## src/rtl/core/rgbpwm_pkg.sv

```systemverilog
// Shared types and constants for the RGB strip PWM frame encoder.
`default_nettype none

package rgbpwm_pkg;

   localparam int LEN_W   = 7;
   localparam int DEPTH_W = 4;
   localparam int DUTY_W  = 8;
   localparam int IDX_W   = 6;
   localparam int BYTE_W  = 8;

   // Configuration register indexes
   localparam logic CSR_STRIP_LENGTH = 1'b0;
   localparam logic CSR_BIT_DEPTH    = 1'b1;

   // Input item function codes
   localparam logic FUNC_PIXEL = 1'b0;
   localparam logic FUNC_FRAME = 1'b1;

   localparam logic [DEPTH_W-1:0] DEPTH_RESET = 4'd3;
   localparam logic [DEPTH_W-1:0] DEPTH_MIN   = 4'd1;
   localparam logic [DEPTH_W-1:0] DEPTH_MAX   = 4'd8;

   // Command byte bits
   localparam logic [BYTE_W-1:0] BYTE_MARK  = 8'h80;
   localparam logic [BYTE_W-1:0] BYTE_RED   = 8'h04;
   localparam logic [BYTE_W-1:0] BYTE_GREEN = 8'h10;
   localparam logic [BYTE_W-1:0] BYTE_BLUE  = 8'h01;

   typedef enum logic [0:0] {
      ST_IDLE,
      ST_WALK
   } state_type;

   typedef struct packed {
      logic             pix_wr;
      logic             issue;
      logic             issue_last;
      logic             issue_marker;
      logic [LEN_W-1:0] issue_idx;
   } cmd_type;

   typedef struct packed {
      logic             advance;
      logic             len_zero;
      logic [LEN_W-1:0] strip_len;
   } status_type;

endpackage

`default_nettype wire

```

## src/rtl/core/rgbpwm_ram.sv

```systemverilog
// Generic simple dual-port RAM with registered read.
`default_nettype none

module rgbpwm_ram #(
   parameter int WIDTH = 24,
   parameter int DEPTH = 64
) (
   input  wire logic                                     clock,
   input  wire logic                                     wr_en,
   input  wire logic [((DEPTH > 1) ? $clog2(DEPTH) : 1)-1:0] wr_addr,
   input  wire logic [WIDTH-1:0]                         wr_data,
   input  wire logic                                     rd_en,
   input  wire logic [((DEPTH > 1) ? $clog2(DEPTH) : 1)-1:0] rd_addr,
   output logic      [WIDTH-1:0]                         rd_data
);

   logic [WIDTH-1:0] mem_ff [DEPTH];
   logic [WIDTH-1:0] rd_data_ff;

   always_ff @(posedge clock) begin
      if (wr_en) begin
         mem_ff[wr_addr] <= wr_data;
      end
      if (rd_en) begin
         rd_data_ff <= mem_ff[rd_addr];
      end
   end

   assign rd_data = rd_data_ff;

endmodule

`default_nettype wire

```

## src/rtl/core/rgbpwm_ctrl.sv

```systemverilog
// Frame sequencer: accepts items and walks the LEDs of a frame.
`default_nettype none

module rgbpwm_ctrl (
   input  wire logic                   clock,
   input  wire logic                   reset,
   input  wire logic                   req_valid,
   output logic                        req_stall,
   input  wire logic                   req_func,
   input  wire rgbpwm_pkg::status_type status,
   output rgbpwm_pkg::cmd_type         cmd
);

   rgbpwm_pkg::state_type state_ff, state_in;
   logic [rgbpwm_pkg::LEN_W-1:0] cnt_ff, cnt_in;
   logic accept;
   logic at_last;

   assign accept  = req_valid && !req_stall;
   assign at_last = status.len_zero
                    || ((8'(cnt_ff) + 8'd1) == 8'(status.strip_len));

   always_comb begin
      state_in = state_ff;
      case (state_ff)
         rgbpwm_pkg::ST_IDLE: begin
            if (accept && (req_func == rgbpwm_pkg::FUNC_FRAME)) begin
               state_in = rgbpwm_pkg::ST_WALK;
            end
         end
         rgbpwm_pkg::ST_WALK: begin
            if (status.advance && at_last) begin
               state_in = rgbpwm_pkg::ST_IDLE;
            end
         end
         default: state_in = rgbpwm_pkg::ST_IDLE;
      endcase
   end

   always_comb begin
      req_stall        = 1'b1;
      cmd.pix_wr       = 1'b0;
      cmd.issue        = 1'b0;
      cmd.issue_last   = at_last;
      cmd.issue_marker = status.len_zero;
      cmd.issue_idx    = cnt_ff;
      cnt_in           = cnt_ff;
      case (state_ff)
         rgbpwm_pkg::ST_IDLE: begin
            // input side is open here, so valid alone takes the item
            req_stall  = 1'b0;
            cmd.pix_wr = req_valid && (req_func == rgbpwm_pkg::FUNC_PIXEL);
            cnt_in     = '0;
         end
         rgbpwm_pkg::ST_WALK: begin
            // advance one LED whenever the pipeline moves
            cmd.issue = status.advance;
            if (status.advance) begin
               cnt_in = cnt_ff + 1'b1;
            end
         end
         default: begin
            cnt_in = '0;
         end
      endcase
   end

   always_ff @(posedge clock) begin
      if (reset) begin
         state_ff <= rgbpwm_pkg::ST_IDLE;
         cnt_ff   <= '0;
      end else begin
         state_ff <= state_in;
         cnt_ff   <= cnt_in;
      end
   end

endmodule

`default_nettype wire

```

## src/rtl/core/rgbpwm_datapath.sv

```systemverilog
// Duty store, configuration registers, PWM phase and byte output stage.
`default_nettype none

module rgbpwm_datapath #(
   parameter int MAX_LEDS = 64
) (
   input  wire logic                                clock,
   input  wire logic                                reset,
   input  wire rgbpwm_pkg::cmd_type                 cmd,
   output rgbpwm_pkg::status_type                   status,
   input  wire logic [rgbpwm_pkg::IDX_W-1:0]        req_pixel_index,
   input  wire logic [rgbpwm_pkg::DUTY_W-1:0]       req_red_duty,
   input  wire logic [rgbpwm_pkg::DUTY_W-1:0]       req_green_duty,
   input  wire logic [rgbpwm_pkg::DUTY_W-1:0]       req_blue_duty,
   input  wire logic                                csr_write_en,
   input  wire logic                                csr_index,
   input  wire logic [rgbpwm_pkg::LEN_W-1:0]        csr_wdata,
   input  wire logic                                rsp_stall,
   output logic                                     rsp_valid,
   output logic      [rgbpwm_pkg::BYTE_W-1:0]       rsp_strip_byte,
   output logic                                     rsp_byte_valid,
   output logic                                     rsp_latch
);

   localparam int AW    = (MAX_LEDS > 1) ? $clog2(MAX_LEDS) : 1;
   localparam int RAM_W = 3 * rgbpwm_pkg::DUTY_W;
   localparam logic [7:0] MAX_LEDS_B = 8'(MAX_LEDS);

   logic [rgbpwm_pkg::LEN_W-1:0]   strip_len_ff, strip_len_in;
   logic [rgbpwm_pkg::DEPTH_W-1:0] bit_depth_ff, bit_depth_in;
   logic [rgbpwm_pkg::DUTY_W-1:0]  phase_ff, phase_in;
   logic [MAX_LEDS-1:0]            entry_valid_ff, entry_valid_in;

   logic s1_valid_ff, s1_valid_in;
   logic s1_last_ff, s1_last_in;
   logic s1_marker_ff, s1_marker_in;
   logic s1_on_ff, s1_on_in;

   logic                          rsp_valid_ff, rsp_valid_in;
   logic [rgbpwm_pkg::BYTE_W-1:0] rsp_byte_ff, rsp_byte_in;
   logic                          rsp_bv_ff, rsp_bv_in;
   logic                          rsp_latch_ff, rsp_latch_in;

   logic             advance;
   logic             wr_en;
   logic [AW-1:0]    wr_addr;
   logic [AW-1:0]    rd_addr;
   logic [RAM_W-1:0] rd_data;
   logic [rgbpwm_pkg::DUTY_W-1:0] red_q, green_q, blue_q;
   logic [rgbpwm_pkg::DEPTH_W-1:0] depth_eff;
   logic [rgbpwm_pkg::DUTY_W-1:0]  phase_step;
   logic [rgbpwm_pkg::LEN_W-1:0]   len_sat;
   logic [rgbpwm_pkg::BYTE_W-1:0]  led_byte;

   assign advance = !rsp_valid_ff || !rsp_stall;

   assign status.advance   = advance;
   assign status.len_zero  = (strip_len_ff == '0);
   assign status.strip_len = strip_len_ff;

   // drop pixel writes beyond the strip
   assign wr_en   = cmd.pix_wr
                    && (8'(req_pixel_index) < 8'(strip_len_ff))
                    && (8'(req_pixel_index) < MAX_LEDS_B);
   assign wr_addr = AW'(req_pixel_index);
   assign rd_addr = AW'(cmd.issue_idx);

   rgbpwm_ram #(
      .WIDTH (RAM_W),
      .DEPTH (MAX_LEDS)
   ) u_duty_ram (
      .clock   (clock),
      .wr_en   (wr_en),
      .wr_addr (wr_addr),
      .wr_data ({req_red_duty, req_green_duty, req_blue_duty}),
      .rd_en   (cmd.issue),
      .rd_addr (rd_addr),
      .rd_data (rd_data)
   );

   // an entry never written since the last length write reads as zero
   assign red_q   = s1_on_ff ? rd_data[RAM_W-1 -: rgbpwm_pkg::DUTY_W] : '0;
   assign green_q = s1_on_ff ? rd_data[rgbpwm_pkg::DUTY_W +: rgbpwm_pkg::DUTY_W] : '0;
   assign blue_q  = s1_on_ff ? rd_data[rgbpwm_pkg::DUTY_W-1:0] : '0;

   always_comb begin
      led_byte = rgbpwm_pkg::BYTE_MARK;
      if (phase_ff < red_q) begin
         led_byte = led_byte | rgbpwm_pkg::BYTE_RED;
      end
      if (phase_ff < green_q) begin
         led_byte = led_byte | rgbpwm_pkg::BYTE_GREEN;
      end
      if (phase_ff < blue_q) begin
         led_byte = led_byte | rgbpwm_pkg::BYTE_BLUE;
      end
   end

   always_comb begin
      depth_eff = bit_depth_ff;
      if (bit_depth_ff < rgbpwm_pkg::DEPTH_MIN) begin
         depth_eff = rgbpwm_pkg::DEPTH_MIN;
      end else if (bit_depth_ff > rgbpwm_pkg::DEPTH_MAX) begin
         depth_eff = rgbpwm_pkg::DEPTH_MAX;
      end
      phase_step = 8'(9'd256 >> depth_eff);
   end

   assign len_sat = (8'(csr_wdata) > MAX_LEDS_B) ? rgbpwm_pkg::LEN_W'(MAX_LEDS) : csr_wdata;

   always_comb begin
      strip_len_in   = strip_len_ff;
      bit_depth_in   = bit_depth_ff;
      entry_valid_in = entry_valid_ff;
      if (csr_write_en) begin
         case (csr_index)
            rgbpwm_pkg::CSR_STRIP_LENGTH: begin
               strip_len_in   = len_sat;
               entry_valid_in = '0;
            end
            rgbpwm_pkg::CSR_BIT_DEPTH: begin
               bit_depth_in = csr_wdata[rgbpwm_pkg::DEPTH_W-1:0];
            end
            default: begin
               strip_len_in = strip_len_ff;
            end
         endcase
      end
      if (wr_en) begin
         entry_valid_in[wr_addr] = 1'b1;
      end
   end

   always_comb begin
      s1_valid_in  = s1_valid_ff;
      s1_last_in   = s1_last_ff;
      s1_marker_in = s1_marker_ff;
      s1_on_in     = s1_on_ff;
      rsp_valid_in = rsp_valid_ff;
      rsp_byte_in  = rsp_byte_ff;
      rsp_bv_in    = rsp_bv_ff;
      rsp_latch_in = rsp_latch_ff;
      phase_in     = phase_ff;
      if (advance) begin
         s1_valid_in  = cmd.issue;
         s1_last_in   = cmd.issue_last;
         s1_marker_in = cmd.issue_marker;
         s1_on_in     = entry_valid_ff[rd_addr];
         rsp_valid_in = s1_valid_ff;
         if (s1_valid_ff) begin
            rsp_byte_in  = s1_marker_ff ? '0 : led_byte;
            rsp_bv_in    = !s1_marker_ff;
            rsp_latch_in = s1_last_ff;
            // step the phase once the last byte of the frame is formed
            if (s1_last_ff) begin
               phase_in = phase_ff + phase_step;
            end
         end
      end
   end

   always_ff @(posedge clock) begin
      if (reset) begin
         strip_len_ff   <= '0;
         bit_depth_ff   <= rgbpwm_pkg::DEPTH_RESET;
         phase_ff       <= '0;
         entry_valid_ff <= '0;
         s1_valid_ff    <= 1'b0;
         rsp_valid_ff   <= 1'b0;
      end else begin
         strip_len_ff   <= strip_len_in;
         bit_depth_ff   <= bit_depth_in;
         phase_ff       <= phase_in;
         entry_valid_ff <= entry_valid_in;
         s1_valid_ff    <= s1_valid_in;
         rsp_valid_ff   <= rsp_valid_in;
      end
   end

   always_ff @(posedge clock) begin
      s1_last_ff   <= s1_last_in;
      s1_marker_ff <= s1_marker_in;
      s1_on_ff     <= s1_on_in;
      rsp_byte_ff  <= rsp_byte_in;
      rsp_bv_ff    <= rsp_bv_in;
      rsp_latch_ff <= rsp_latch_in;
   end

   assign rsp_valid      = rsp_valid_ff;
   assign rsp_strip_byte = rsp_byte_ff;
   assign rsp_byte_valid = rsp_bv_ff;
   assign rsp_latch      = rsp_latch_ff;

endmodule

`default_nettype wire

```

## src/rtl/core/rgb_strip_pwm_frame_encoder.sv

```systemverilog
// Top level of the RGB strip PWM frame encoder.
// Input channel (req_*): func 0 stores red, green and blue duties for one LED
// (ignored at or beyond the strip length); func 1 is a frame tick. Each item
// is taken when req_valid is high and req_stall is low.
// Result channel (rsp_*): a frame tick gives one command byte per LED, in LED
// order, with rsp_latch on the last one; an empty strip gives one marker with
// rsp_byte_valid low. A pixel write gives nothing.
// The first byte of a frame passes the sequencer's walk state, the RAM read
// stage and the output register, then one byte per cycle while the receiver
// takes them. A pixel write leaves the input side open; a frame tick holds
// it until the walk has issued its last LED, set by the single read port of
// the duty RAM, which the sequencer walks one LED per cycle unless stalled.
// A stall on rsp_stall freezes the read pipeline and the output register; the
// walk resumes where it stopped. A new item is taken while the last byte of a
// frame still waits to be collected.
// Configuration (csr_*): index 0 strip length (clears all duties), index 1 bit
// depth. Write only while the block is idle.
// Reset (synchronous): strip length 0, bit depth 3, phase 0, all duties zero.
`default_nettype none

module rgb_strip_pwm_frame_encoder #(
   parameter int MAX_LEDS = 64
) (
   input  wire logic        clock,
   input  wire logic        reset,
   input  wire logic        req_valid,
   output logic             req_stall,
   input  wire logic        req_func,
   input  wire logic [5:0]  req_pixel_index,
   input  wire logic [7:0]  req_red_duty,
   input  wire logic [7:0]  req_green_duty,
   input  wire logic [7:0]  req_blue_duty,
   output logic             rsp_valid,
   input  wire logic        rsp_stall,
   output logic      [7:0]  rsp_strip_byte,
   output logic             rsp_byte_valid,
   output logic             rsp_latch,
   input  wire logic        csr_write_en,
   input  wire logic        csr_index,
   input  wire logic [6:0]  csr_wdata
);

   rgbpwm_pkg::cmd_type    cmd;
   rgbpwm_pkg::status_type status;

   rgbpwm_ctrl u_ctrl (
      .clock     (clock),
      .reset     (reset),
      .req_valid (req_valid),
      .req_stall (req_stall),
      .req_func  (req_func),
      .status    (status),
      .cmd       (cmd)
   );

   rgbpwm_datapath #(
      .MAX_LEDS (MAX_LEDS)
   ) u_datapath (
      .clock           (clock),
      .reset           (reset),
      .cmd             (cmd),
      .status          (status),
      .req_pixel_index (req_pixel_index),
      .req_red_duty    (req_red_duty),
      .req_green_duty  (req_green_duty),
      .req_blue_duty   (req_blue_duty),
      .csr_write_en    (csr_write_en),
      .csr_index       (csr_index),
      .csr_wdata       (csr_wdata),
      .rsp_stall       (rsp_stall),
      .rsp_valid       (rsp_valid),
      .rsp_strip_byte  (rsp_strip_byte),
      .rsp_byte_valid  (rsp_byte_valid),
      .rsp_latch       (rsp_latch)
   );

`ifndef SYNTHESIS
   a_marker_form: assert property (@(posedge clock) disable iff (reset)
      (rsp_valid && !rsp_byte_valid) |-> (rsp_latch && (rsp_strip_byte == 8'h00)))
      else $error("empty-strip marker malformed");

   a_led_mark: assert property (@(posedge clock) disable iff (reset)
      (rsp_valid && rsp_byte_valid) |-> rsp_strip_byte[7])
      else $error("LED byte without bit 7");

   a_issue_busy: assert property (@(posedge clock) disable iff (reset)
      cmd.issue |-> (req_stall && !cmd.pix_wr))
      else $error("read issued while input side open");

   a_marker_last: assert property (@(posedge clock) disable iff (reset)
      (cmd.issue && cmd.issue_marker) |=> !cmd.issue)
      else $error("walk continued after empty-strip marker");
`endif

endmodule

`default_nettype wire
```

## config.mk

```make
export PLATFORM = sky130hd
export DESIGN_NAME = rgb_strip_pwm_frame_encoder
export DESIGN_NICKNAME = d
export VERILOG_FILES = /design/src/rtl/core/rgbpwm_pkg.sv /design/src/rtl/core/rgbpwm_ram.sv /design/src/rtl/core/rgbpwm_ctrl.sv /design/src/rtl/core/rgbpwm_datapath.sv /design/src/rtl/core/rgb_strip_pwm_frame_encoder.sv
export SDC_FILE = /design/constraint.sdc
export NUM_CORES = 2
export LEC_CHECK = 0
export BUFFER_PORTS_ARGS = -buffer_cell sky130_fd_sc_hd__buf_2
export CAP_MARGIN = 10
export CORE_AREA = 3 3 402 305
export DETAILED_ROUTE_END_ITERATION = 10
export DIE_AREA = 0 0 405 308
export HOLD_SLACK_MARGIN = 0.03
export PLACE_DENSITY = 0.7
export SLEW_MARGIN = 20
export SYNTH_ARGS = -nofsm -noshare
export SYNTH_HDL_FRONTEND = slang
export SYNTH_SLANG_ARGS = --single-unit
```

## constraint.sdc

```tcl
create_clock -name clock -period 6.44 [get_ports clock]
set_clock_uncertainty 0.1 [all_clocks]
set_input_delay 0.322 -clock clock [delete_from_list [all_inputs] [get_ports clock]]
set_output_delay 0.322 -clock clock [all_outputs]
set_load 0.005 [all_outputs]
```

==> impl_metrics.ini <==
[synthesis]
synth_edf_count = 1569
seq_area_frac_synth_pct = 75.0
ys_types = 67
synth.avg_cell_area_um2 = 19.3
synth_seq_cells = 1662
syn_area_um2 = 65300
synthCells = 3390
async_reset_ff_share_pct = 0
synth_ff_type = edfxtp_1
synth_warnings = 0

[routing]
dr_wl_met3_um = 21400
drtIter0Drc = 5406
drcViolationCount = 0
viasPerCell = 6.64
drtPass1Iterations = 6
via_count = 34700
topRoutingLayerUsed = met5
wl_per_cell_um = 32.1
routed_wirelength_um = 168000
detail-route-antenna-nets = 0
m1WireLength_um = 67100
routed-wl-met2_um = 75400

[pwr]
vdd_drop_max_mv = 0.287
power_density_nw_per_um2 = 292
p_leak_nw = 22.1

[setup_path]
endpoint = u_datapath.u_duty_ram.rd_data[9]
crit_chain = buf_12, mux4_2, mux2i_1, o211ai_1, a31oi_1, a41oi_1
rrSetupSlack_ps = 2530
max_stage_delay_ps = 920
cpMaxStageDelayCell = dfxtp_4
cp_num_cells = 6
crit_family = compound AO/OA/AOI/OAI gates
worstReg2RegEnd = u_datapath.u_duty_ram.rd_data[9]
setup.worst_path.start = u_ctrl.cnt_ff[1]
crit_buf_inv = 1
worst_setup_path_end_kind = register
crit_path_start_kind = register
critical_path_class = reg -> reg
cp_max_fo = 82
crit_required_ps = 6830
r2r_cells = 6
rr_startpoint = u_ctrl.cnt_ff[1]
arrival_ps = 4290

[sta]
finalCriticalPeriod_ps = 3910
hold_violations = 0
finalMaxSlewViolations = 0
finalSetupViolCount = 0
relSlewSlack_pct = 14.1
setup_ws_ps = 2530
max_slew.worst_pin.slew_ps = 1290
fin_crit_sh_pct = 60.6
fmax_mhz = 256
rsz0062_at_grt = no
fin_setup_tns_ps = 0

[finish]
final_cell_mix = edfxtp_1 (1569), mux4_2 (304), nand2_1 (214), mux2i_1 (207), clkbuf_16 (156)
register_area_um2 = 49000
final_common_cell = edfxtp_1
multiInputGateArea_um2 = 15300
nFillCells = 8237
drive_gt1_share_pct = 21.9
nNetsFinal = 3620
areaGrowthSynthToFinish_pct = 11.5
fin_cells = 5229

[floorplan]
rows = 110
die_h_um = 308
core_area_um2 = 119000
die_area_um2 = 125000
die_w_um = 405
initial_core_util_pct = 54.8
ios = 56

[global_routing]
grt_usage_pct = 27.2
grt_pass1_wl_um = 243000
first_global_vias = 34500
overflow = 0
grt_max_degree = 112
antenna_found_initial = 7

[placement]
gp_congestion = 0.865
buffer_ports.inserted = 51
dp_cells = 4929
hpwl_um = 96500
dpl_worst_slack_ps = 2540

[clocking]
cts_root_buffer = clkbuf_16
cts_sinks = 1662
cts_tree = built
ctsHtreeMaxLevel = 4
clk_latency_ps = 770
clkSlewWorstSetupHoldPaths_ps = 70
cts_made_buffers = 152
cts_buffer_depth = 3

[hold_path]
hold_class = in -> reg
whs_path_depth = 1

[flow_run]
cap_viol_max_count = 0

[run_status]
status = finished, final reports clean
flip-flops by register name, summed over array words and instances, names as in the netlist:
register	flops
u_ctrl.state_ff	1
u_datapath.u_duty_ram.rd_data	24
u_datapath.rsp_valid	1
u_datapath.entry_valid_ff	64
u_datapath.rsp_byte_valid	1
u_datapath.s1_valid_ff	1
u_datapath.s1_on_ff	1
u_datapath.phase_ff	8
u_datapath.s1_marker_ff	1
u_datapath.strip_len_ff	7
u_datapath.s1_last_ff	1
u_ctrl.cnt_ff	7
u_datapath.rsp_strip_byte	4
u_datapath.rsp_latch	1
u_datapath.u_duty_ram.mem_ff	1536
u_datapath.bit_depth_ff	4
Yosys cell counts, drive strengths merged, types with 13 or more instances:
cell	number	share of area (%)
edfxtp	1569	72
mux4	304	10
nand2	214	1.2
mux2i	207	3.2
buf	129	1.5
o21ai	123	0.94
dfxtp	93	2.9
clkbuf	82	0.47
nor3	74	0.57
a221oi	69	0.95
a21oi	67	0.51
a22oi	55	0.63
nor2	49	0.29
ha	34	0.65
o211ai	25	0.29
inv	22	0.13
nand3	21	0.16
a31oi	19	0.18
and3	19	0.18
a22o	16	0.21
a221o	15	0.23
mux2	15	0.26
o22ai	15	0.14
a21o	13	0.15
worst min path at each step:
stage | start | end
after global placement | u_datapath.entry_valid_ff[39] | u_datapath.entry_valid_ff[39]
final | req_red_duty[3] | u_datapath.u_duty_ram.mem_ff[49][19]
after CTS | req_blue_duty[7] | u_datapath.u_duty_ram.mem_ff[0][7]
after global routing | req_blue_duty[3] | u_datapath.u_duty_ram.mem_ff[3][3]
after detailed placement | u_datapath.entry_valid_ff[38] | u_datapath.entry_valid_ff[38]
after floorplan | u_datapath.entry_valid_ff[14] | u_datapath.entry_valid_ff[14]
cell families (layout without fill, tap and decap cells):
| logic type | Yosys count | count (layout) | share of synthesized area [%] |
|---|---|---|---|
| compound gates | 460 | 460 | 4.81 |
| mux | 526 | 526 | 13.9 |
| fa+ha+maj | 35 | 35 | 0.682 |
| other cells | 1 | 5 | 0.00574 |
| simple gates | 457 | 457 | 3.28 |
| xor+xnor | 16 | 16 | 0.215 |
| flops | 1662 | 1662 | 75.0 |
| buf+inv | 233 | 500 | 2.07 |
metal layers:
metal | global-route usage, % | vias up
met5 | 0 | -
met4 | 7.28 | 2
met3 | 7.32 | 296
met2 | 39.9 | 2170
met1 | 40.8 | 18000
li1 | - | 14200
metrics by stage:
stage               utilization (%)  instance area, um^2  hold WS [ps]  total power [mW]
floorplan                         -                65300           320              12.3
global placement               56.8                67600           329              12.6
detailed placement             56.8                67700           342              12.6
CTS                            61.0                72700          37.4              21.4
global route                   61.1                72800          35.1              21.9
finish                         61.1                72800          34.4              21.3
power by group:
part	switching (mW)	internal, mW	leakage (nW)
clock network	3.87	4.97	2.35
registers	0.0263	11.8	14.9
logic	0.397	0.165	4.91
total	4.29	17.0	22.1
area by class of cell:
class	count	area share, %
multi-input combinational	1498	21.1
tap	1568	2.70
timing repair buffer	205	2.18
clock buffer	193	5.61
clock inverter	80	1.00
inverter	22	0.113
antenna	1	0.00344
sequential	1662	67.3
repair_timing:
action	4_1_cts	5_1_grt
setup buffers	0	0
hold buffers	24	1
gates resized for setup	0	0
endpoints found under the hold margin	85	3
Power figures use the tool's default switching activity.
